$ cat config.mk
export PLATFORM = sky130hd
export DESIGN_NAME = moving_average_baseline_removal
export DESIGN_NICKNAME = d
export VERILOG_FILES = /design/src/rtl/mab_pkg.sv /design/src/rtl/mab_cell.sv /design/src/rtl/mab_chain.sv /design/src/rtl/moving_average_baseline_removal.sv
export SDC_FILE = /design/constraint.sdc
export NUM_CORES = 1
export LEC_CHECK = 0
export BUFFER_PORTS_ARGS = -buffer_cell sky130_fd_sc_hd__buf_2
export CAP_MARGIN = 40
export CORE_MARGIN = 2
export CORE_UTILIZATION = 65
export CTS_CLUSTER_SIZE = 28
export DETAILED_ROUTE_END_ITERATION = 8
export GPL_TIMING_DRIVEN = 0
export MAX_ROUTING_LAYER = met4
export PLACE_DENSITY = 0.85
export SETUP_SLACK_MARGIN = 0.3
export SLEW_MARGIN = 25
export SYNTH_ARGS = -nofsm -noshare
export SYNTH_HDL_FRONTEND = slang
export SYNTH_SLANG_ARGS = --single-unit
$ cat constraint.sdc
create_clock -name clk -period 78.4 [get_ports clk]
set_input_delay 7.84 -clock clk [delete_from_list [all_inputs] [get_ports clk]]
set_output_delay 7.84 -clock clk [all_outputs]
set_load 0.02 [all_outputs]
$ cat src/rtl/mab_pkg.sv
// Shared constants and the deviation arithmetic for the moving-average baseline remover.
`timescale 1ns / 1ps

package mab_pkg;

    // Window length; must be a power of two.
    localparam int WINDOW   = 32;
    localparam int WIN_LOG  = $clog2(WINDOW);
    localparam int SAMPLE_W = 16;
    localparam int DEV_W    = 22;
    // Window sum and fill count widths.
    localparam int SUM_W    = SAMPLE_W + WIN_LOG;
    localparam int CNT_W    = WIN_LOG + 1;
    // Working width of the subtraction, wide enough for the clamp limits too.
    localparam int DIFF_W   = SUM_W + 1;
    localparam int EXT_W    = (DIFF_W > DEV_W) ? DIFF_W : DEV_W;

    localparam logic signed [DEV_W-1:0] DEV_MAX = {1'b0, {(DEV_W-1){1'b1}}};
    localparam logic signed [DEV_W-1:0] DEV_MIN = {1'b1, {(DEV_W-1){1'b0}}};

    typedef logic [SAMPLE_W-1:0]      sample_t;
    typedef logic [SUM_W-1:0]         sum_t;
    typedef logic signed [DEV_W-1:0]  dev_t;

    // WINDOW * s - sum, clamped to the output range.
    function automatic dev_t dev_calc(input sample_t s, input sum_t sum);
        logic signed [EXT_W-1:0] diff;
        logic signed [EXT_W-1:0] dmax;
        logic signed [EXT_W-1:0] dmin;
        dev_t                    res;
        diff = EXT_W'(signed'({1'b0, s, {WIN_LOG{1'b0}}})) - EXT_W'(signed'({1'b0, sum}));
        dmax = EXT_W'(DEV_MAX);
        dmin = EXT_W'(DEV_MIN);
        if (diff > dmax)
        begin
            res = DEV_MAX;
        end
        else if (diff < dmin)
        begin
            res = DEV_MIN;
        end
        else
        begin
            res = signed'(diff[DEV_W-1:0]);
        end
        return res;
    endfunction

endpackage

$ cat src/rtl/mab_cell.sv
// One storage cell of the sample chain: holds a sample and passes it on when shifted.
`timescale 1ns / 1ps

module mab_cell
    import mab_pkg::*;
(
    input  logic    clk,
    input  logic    shift_en,
    input  sample_t d,
    output sample_t q
);

    sample_t q_reg;

    // Load the neighbor's sample on a shift, otherwise hold.
    always_ff @(posedge clk)
    begin
        if (shift_en)
        begin
            q_reg <= d;
        end
    end

    assign q = q_reg;

endmodule

$ cat src/rtl/mab_chain.sv
// Row of WINDOW sample cells; new samples enter at the head, the oldest leaves at the tail.
`timescale 1ns / 1ps

module mab_chain
    import mab_pkg::*;
(
    input  logic    clk,
    input  logic    shift_en,
    input  logic    rotate,
    input  sample_t sample,
    output sample_t tail
);

    sample_t stage [WINDOW];
    sample_t head_d;

    // The head takes either a fresh sample or the tail fed back during a rotation.
    assign head_d = rotate ? stage[WINDOW-1] : sample;

    // Each cell after the head takes its left neighbor's sample on every shift.
    genvar i;
    generate
        for (i = 0; i < WINDOW; i++)
        begin : g_cell
            if (i == 0)
            begin : g_head
                mab_cell u_cell (
                    .clk      (clk),
                    .shift_en (shift_en),
                    .d        (head_d),
                    .q        (stage[i])
                );
            end
            else
            begin : g_body
                mab_cell u_cell (
                    .clk      (clk),
                    .shift_en (shift_en),
                    .d        (stage[i-1]),
                    .q        (stage[i])
                );
            end
        end
    endgenerate

    assign tail = stage[WINDOW-1];

endmodule

$ cat src/rtl/moving_average_baseline_removal.sv
// Top level of the moving-average baseline remover: control, window sum and result register.
`timescale 1ns / 1ps

// Removes a sliding-window baseline from a stream of unsigned 16-bit samples.
// Input transactions (sample, frame_end) are taken on sample_valid while sample_stall is low;
// result transactions (deviation, frame_last, run_last) leave on result_valid while
// result_stall is low. deviation is WINDOW*sample minus the window sum, two's complement.
// The first WINDOW samples of a frame produce nothing until the window is full; then all
// of them leave as one run, with run_last on the last. A frame that ends early is flushed
// at its last sample the same way, missing samples counting as zero.
// Flushing rotates the cell chain once through all WINDOW cells; sample_stall stays high
// throughout the flush, including any result stalls within it.
// Once the window is full, one sample per cycle is taken while sample_stall is low, and its
// result appears in the output register in the cycle after acceptance.
// A held result does not block intake unless the receiver stalls it; then sample_stall
// rises until the result is taken. Reset clears the window sum, fill count, flush state
// and result_valid; the chain contents need no reset.
module moving_average_baseline_removal
    import mab_pkg::*;
(
    input  logic                    clk,
    input  logic                    rst_n,
    input  logic                    sample_valid,
    output logic                    sample_stall,
    input  logic [SAMPLE_W-1:0]     sample,
    input  logic                    frame_end,
    output logic                    result_valid,
    input  logic                    result_stall,
    output logic signed [DEV_W-1:0] deviation,
    output logic                    frame_last,
    output logic                    run_last
);

    localparam logic ST_RUN   = 1'b0;
    localparam logic ST_FLUSH = 1'b1;

    logic               state_reg, state_next;
    sum_t               sum_reg, sum_next;
    logic [CNT_W-1:0]   fill_reg, fill_next;
    logic [WIN_LOG-1:0] rot_reg, rot_next;
    logic               fend_reg, fend_next;
    logic               rvalid_reg, rvalid_next;
    dev_t               dev_reg, dev_next;
    logic               flast_reg, flast_next;
    logic               rlast_reg, rlast_next;

    logic               accept;
    logic               out_free;
    logic               load;
    logic               shift_en;
    logic               rotate;
    logic               emit_now;
    logic               rot_last;
    logic               step;
    logic [CNT_W-1:0]   fill_inc;
    sample_t            tail;

    mab_chain u_chain (
        .clk      (clk),
        .shift_en (shift_en),
        .rotate   (rotate),
        .sample   (sample),
        .tail     (tail)
    );

    // Handshake: intake stops during a flush or while a result is stuck.
    assign out_free     = !rvalid_reg || !result_stall;
    assign sample_stall = (state_reg == ST_FLUSH) || !out_free;
    assign accept       = sample_valid && !sample_stall;

    // Flush bookkeeping: only the last fill_count rotations carry real samples.
    assign emit_now = (CNT_W'({1'b0, rot_reg}) + fill_reg) >= CNT_W'(WINDOW);
    assign rot_last = (rot_reg == WIN_LOG'(WINDOW - 1));
    assign step     = (state_reg == ST_FLUSH) && (!emit_now || out_free);
    assign fill_inc = fill_reg + CNT_W'(1);

    // Next-state logic for the window, the flush sequencer and the result register.
    always_comb
    begin
        state_next  = state_reg;
        sum_next    = sum_reg;
        fill_next   = fill_reg;
        rot_next    = rot_reg;
        fend_next   = fend_reg;
        dev_next    = dev_reg;
        flast_next  = flast_reg;
        rlast_next  = rlast_reg;
        load        = 1'b0;
        shift_en    = 1'b0;
        rotate      = 1'b0;

        case (state_reg)
            ST_RUN:
            begin
                if (accept)
                begin
                    shift_en = 1'b1;
                    if (fill_reg < CNT_W'(WINDOW))
                    begin
                        sum_next  = sum_reg + SUM_W'(sample);
                        fill_next = fill_inc;
                        if ((fill_inc == CNT_W'(WINDOW)) || frame_end)
                        begin
                            state_next = ST_FLUSH;
                            rot_next   = '0;
                            fend_next  = frame_end;
                        end
                    end
                    else
                    begin
                        sum_next   = sum_reg - SUM_W'(tail) + SUM_W'(sample);
                        load       = 1'b1;
                        dev_next   = dev_calc(sample, sum_next);
                        flast_next = frame_end;
                        rlast_next = 1'b1;
                        if (frame_end)
                        begin
                            sum_next  = '0;
                            fill_next = '0;
                        end
                    end
                end
            end
            ST_FLUSH:
            begin
                if (step)
                begin
                    shift_en = 1'b1;
                    rotate   = 1'b1;
                    rot_next = rot_reg + WIN_LOG'(1);
                    if (emit_now)
                    begin
                        load       = 1'b1;
                        dev_next   = dev_calc(tail, sum_reg);
                        flast_next = fend_reg && rot_last;
                        rlast_next = rot_last;
                    end
                    if (rot_last)
                    begin
                        state_next = ST_RUN;
                        if (fend_reg)
                        begin
                            sum_next  = '0;
                            fill_next = '0;
                        end
                    end
                end
            end
            default:
            begin
                state_next = ST_RUN;
            end
        endcase

        // Result register: filled by a load, emptied when the receiver takes it.
        if (load)
        begin
            rvalid_next = 1'b1;
        end
        else if (rvalid_reg && !result_stall)
        begin
            rvalid_next = 1'b0;
        end
        else
        begin
            rvalid_next = rvalid_reg;
        end
    end

    // Control state.
    always_ff @(posedge clk or negedge rst_n)
    begin
        if (!rst_n)
        begin
            state_reg  <= ST_RUN;
            sum_reg    <= '0;
            fill_reg   <= '0;
            rot_reg    <= '0;
            fend_reg   <= 1'b0;
            rvalid_reg <= 1'b0;
        end
        else
        begin
            state_reg  <= state_next;
            sum_reg    <= sum_next;
            fill_reg   <= fill_next;
            rot_reg    <= rot_next;
            fend_reg   <= fend_next;
            rvalid_reg <= rvalid_next;
        end
    end

    // Result payload.
    always_ff @(posedge clk)
    begin
        dev_reg   <= dev_next;
        flast_reg <= flast_next;
        rlast_reg <= rlast_next;
    end

    assign result_valid = rvalid_reg;
    assign deviation    = dev_reg;
    assign frame_last   = flast_reg;
    assign run_last     = rlast_reg;

    // The fill count never passes the window length.
    assert property (@(posedge clk) disable iff (!rst_n)
        fill_reg <= CNT_W'(WINDOW))
        else $error("fill count above window length");

    // A filling sample that completes the window or ends the frame starts a flush.
    assert property (@(posedge clk) disable iff (!rst_n)
        (accept && (fill_reg < CNT_W'(WINDOW))
            && ((fill_inc == CNT_W'(WINDOW)) || frame_end))
        |=> (state_reg == ST_FLUSH) && (rot_reg == '0))
        else $error("flush did not start");

    // The final rotation of a flush always delivers the run's last result.
    assert property (@(posedge clk) disable iff (!rst_n)
        (state_reg == ST_FLUSH) && step && rot_last
        |=> result_valid && run_last && (state_reg == ST_RUN))
        else $error("flush ended without a run-closing result");

    // Once a frame's final result is loaded, the window state is cleared.
    assert property (@(posedge clk) disable iff (!rst_n)
        load && flast_next |=> (fill_reg == '0) && (sum_reg == '0))
        else $error("window state not cleared at frame end");

endmodule
==> results.sh <==
export IMPL_status="finished clean"
export IMPL_clock_sinks=571
export IMPL_drt_wirelength_per_cell_um=23.6
export IMPL_die_h_um=189
export IMPL_cts_tree="done"
export IMPL_end_kind="primary output"
export IMPL_netlist_instances=1339
export IMPL_dp_hpwl_um=27800
export IMPL_synth_simple_area_share_pct=4.72
export IMPL_grt_pass1_vias=11500
export IMPL_start_kind="input port"
export IMPL_drtAntennaViolNets=0
export IMPL_r2r_cells=20
export IMPL_gr_usage_met2_pct=42.8
export IMPL_cts_resized=0
export IMPL_hp_start="u_chain.g_cell[5].g_body.u_cell.q[3]"
export IMPL_cts_root_buffer="clkbuf_16"
export IMPL_synthMuxAreaShare_pct=0.327
export IMPL_cts_hold_buf=0
export IMPL_drc=0
export IMPL_r2r_setup_slack_ns=73.03
export IMPL_coreArea_um2=33600
export IMPL_synthArstFlopShare_pct=6.13
export IMPL_n_antenna_cell=0
export IMPL_synth_top_family_by_area="compound AO/OA/AOI/OAI gates"
export IMPL_synth_fa_ha_area_share_pct=6.26
export IMPL_portBuffers=46
export IMPL_fillCellCount=1838
export IMPL_syn_to_final_growth_pct=14.9
export IMPL_dr_pass1_iters=5
export IMPL_final_max_slew_viol_count=0
export IMPL_timing_rr_start="sum_reg[1]"
export IMPL_slew_headroom_pct=41.0
export IMPL_post_cts_setup_buffers=0
export IMPL_htree_num_levels=2
export IMPL_path_max_fanout=4
export IMPL_met3_usage_pct=3.86
export IMPL_netlist_area_um2=22200
export IMPL_rsz0062_at_grt="false"
export IMPL_cp_slowest_cell="buf_2"
export IMPL_slowest_delay_ns=0.19
export IMPL_synthTopCellsByArea="edfxtp_1, ha_1, dfrtp_1"
export IMPL_place_congestion=0.900
export IMPL_cts_path_max_buffers=3
export IMPL_routed_wl_um=46200
export IMPL_synth_flop_cell="edfxtp_1"
export IMPL_clk_pin_slew_ns=0.07
export IMPL_final_cell_mix="edfxtp_1, inv_1, nand2_1"
export IMPL_maxCapViolCount=0
export IMPL_die_area_um2=35700
export IMPL_grt_pass1_wl_um=69600
export IMPL_worst_setup_path_type="input port to primary output"
export IMPL_synth_xor_area_share_pct=2.80
export IMPL_fp_dieW_um=189
export IMPL_synth_edf_count=536
export IMPL_fmax_ghz=0.0619
export IMPL_use_met1_pct=38.0
export IMPL_period_minus_slack_ns=16.16
export IMPL_post_route_period_util_pct=20.6
export IMPL_min_to="u_chain.g_cell[6].g_body.u_cell.q[3]"
export IMPL_via_per_inst=5.99
export IMPL_hold_depth=0
export IMPL_synth_compound_area_share_pct=7.68
export IMPL_initial_core_util_pct=66.1
export IMPL_drive_gt1_share_pct=12.5
export IMPL_finalSetupViolations=0
export IMPL_ys_seq_area_share_pct=76.4
export IMPL_hold_violations=0
export IMPL_ys_ff_latch=571
export IMPL_busiest_layer="met2"
export IMPL_placementRows=67
export IMPL_layout_nets=1588
export IMPL_r2r_end="deviation[19]"
export IMPL_yosys_area_top_type="edfxtp_1"
export IMPL_finalSetupTns_ns=0
export IMPL_synth_nets=1461
export IMPL_cts_buffers=52
export IMPL_crit_chain="buf_2 -> nand2_1 -> nand2_1 -> buf_2"
export IMPL_insertion_delay_ns=0.59
export IMPL_synth_top_area_share_pct=72.4
export IMPL_vias=11700
export IMPL_grt_usage_pct=27.2
export IMPL_syn_area_per_cell_um2=16.6
export IMPL_clock_skew_ns=0.0232
export IMPL_largest_reg_flops=496
export IMPL_worstPathArrival_ns=8.32
export IMPL_crit_required_ns=70.56
export IMPL_grt_max_degree=32
export IMPL_drt_iter0_drc=1033
export IMPL_antenna_found_initial=0
export IMPL_yosysUniqueCellTypes=70
export IMPL_io_pins=47
export IMPL_synth_warnings=0
export IMPL_hold_class="register to register"
export IMPL_tightest_slew_ns=0.875
export IMPL_grt_overflow=0
export IMPL_mostFrequentLayoutCell="edfxtp_1"
[layout make-up]
type	instances	area, µm²	area share (%)
Multi-Input combinational cell	659	4850	19.0
Clock buffer	56	1340	5.24
Inverter	93	349	1.37
Clock inverter	41	543	2.13
Buffer	16	60.1	0.235
Sequential cell	571	17000	66.5
Tap cell	448	561	2.20
Timing Repair Buffer	73	851	3.33
[per-stage QoR]
stage          worst slack [ns]  cells  util (%)  hold WS, ns  instance area (µm²)
2_1_floorplan             45.13   1339         -        0.400                22200
3_3_place_gp              33.66   1833      68.5        0.403                23000
3_5_place_dp              62.25   1859      70.3        0.405                23600
4_1_cts                   62.24   1956      75.9        0.412                25500
5_1_grt                   62.20   1957      75.9        0.416                25500
6_report                  62.24   1957      75.9        0.411                25500
[logic make-up after synthesis]
group | after synthesis
adders and majority gates | 101
AOI/OAI and AO/OA | 251
xor gates and xnor gates | 71
buffers and inverters | 109
muxes | 7
and+or+nand+nor | 229
DFF | 571
[synth_stat cells, drive strengths merged (5+ instances only)]
cell type,n
o31ai,8
a22o,7
clkbuf,15
o21bai,9
dfrtp,35
a21oi,64
edfxtp,536
xnor2,43
xor2,28
and3,5
nand4,6
ha,84
a21o,30
o22ai,9
o221ai,7
a31oi,7
o21ai,69
inv,93
nand2b,6
mux2i,5
fa,17
nor2,63
nand2,89
nand3,18
and2,5
nor3,17
[layer usage]
layer	part of all wire, %	vias to the layer above	routed length, µm
met5	0	-	0
met4	2.6	0	1180
met3	5.5	97	2540
met2	49	442	22500
met1	43	5867	20000
li1	-	5308	-
[worst max-delay path, delay by kind of cell]
family        cells  cell delay (ns)
buf+inv           2             0.30
simple gates      2             0.18
[worst max path at each step]
stage	startpoint	endpoint	slack, ns	cells past startpoint
after global routing	result_stall	sample_stall	62.20	4
after global placement	result_stall	sum_reg[10]	33.66	6
after CTS	result_stall	sample_stall	62.24	4
final	result_stall	sample_stall	62.24	4
after detailed placement	result_stall	sample_stall	62.25	4
after floorplan	result_stall	sum_reg[10]	45.13	5
Power is left out: the tool's default activity adds up to more than one toggle a clock period on the data nets, which glitch-free logic cannot reach.
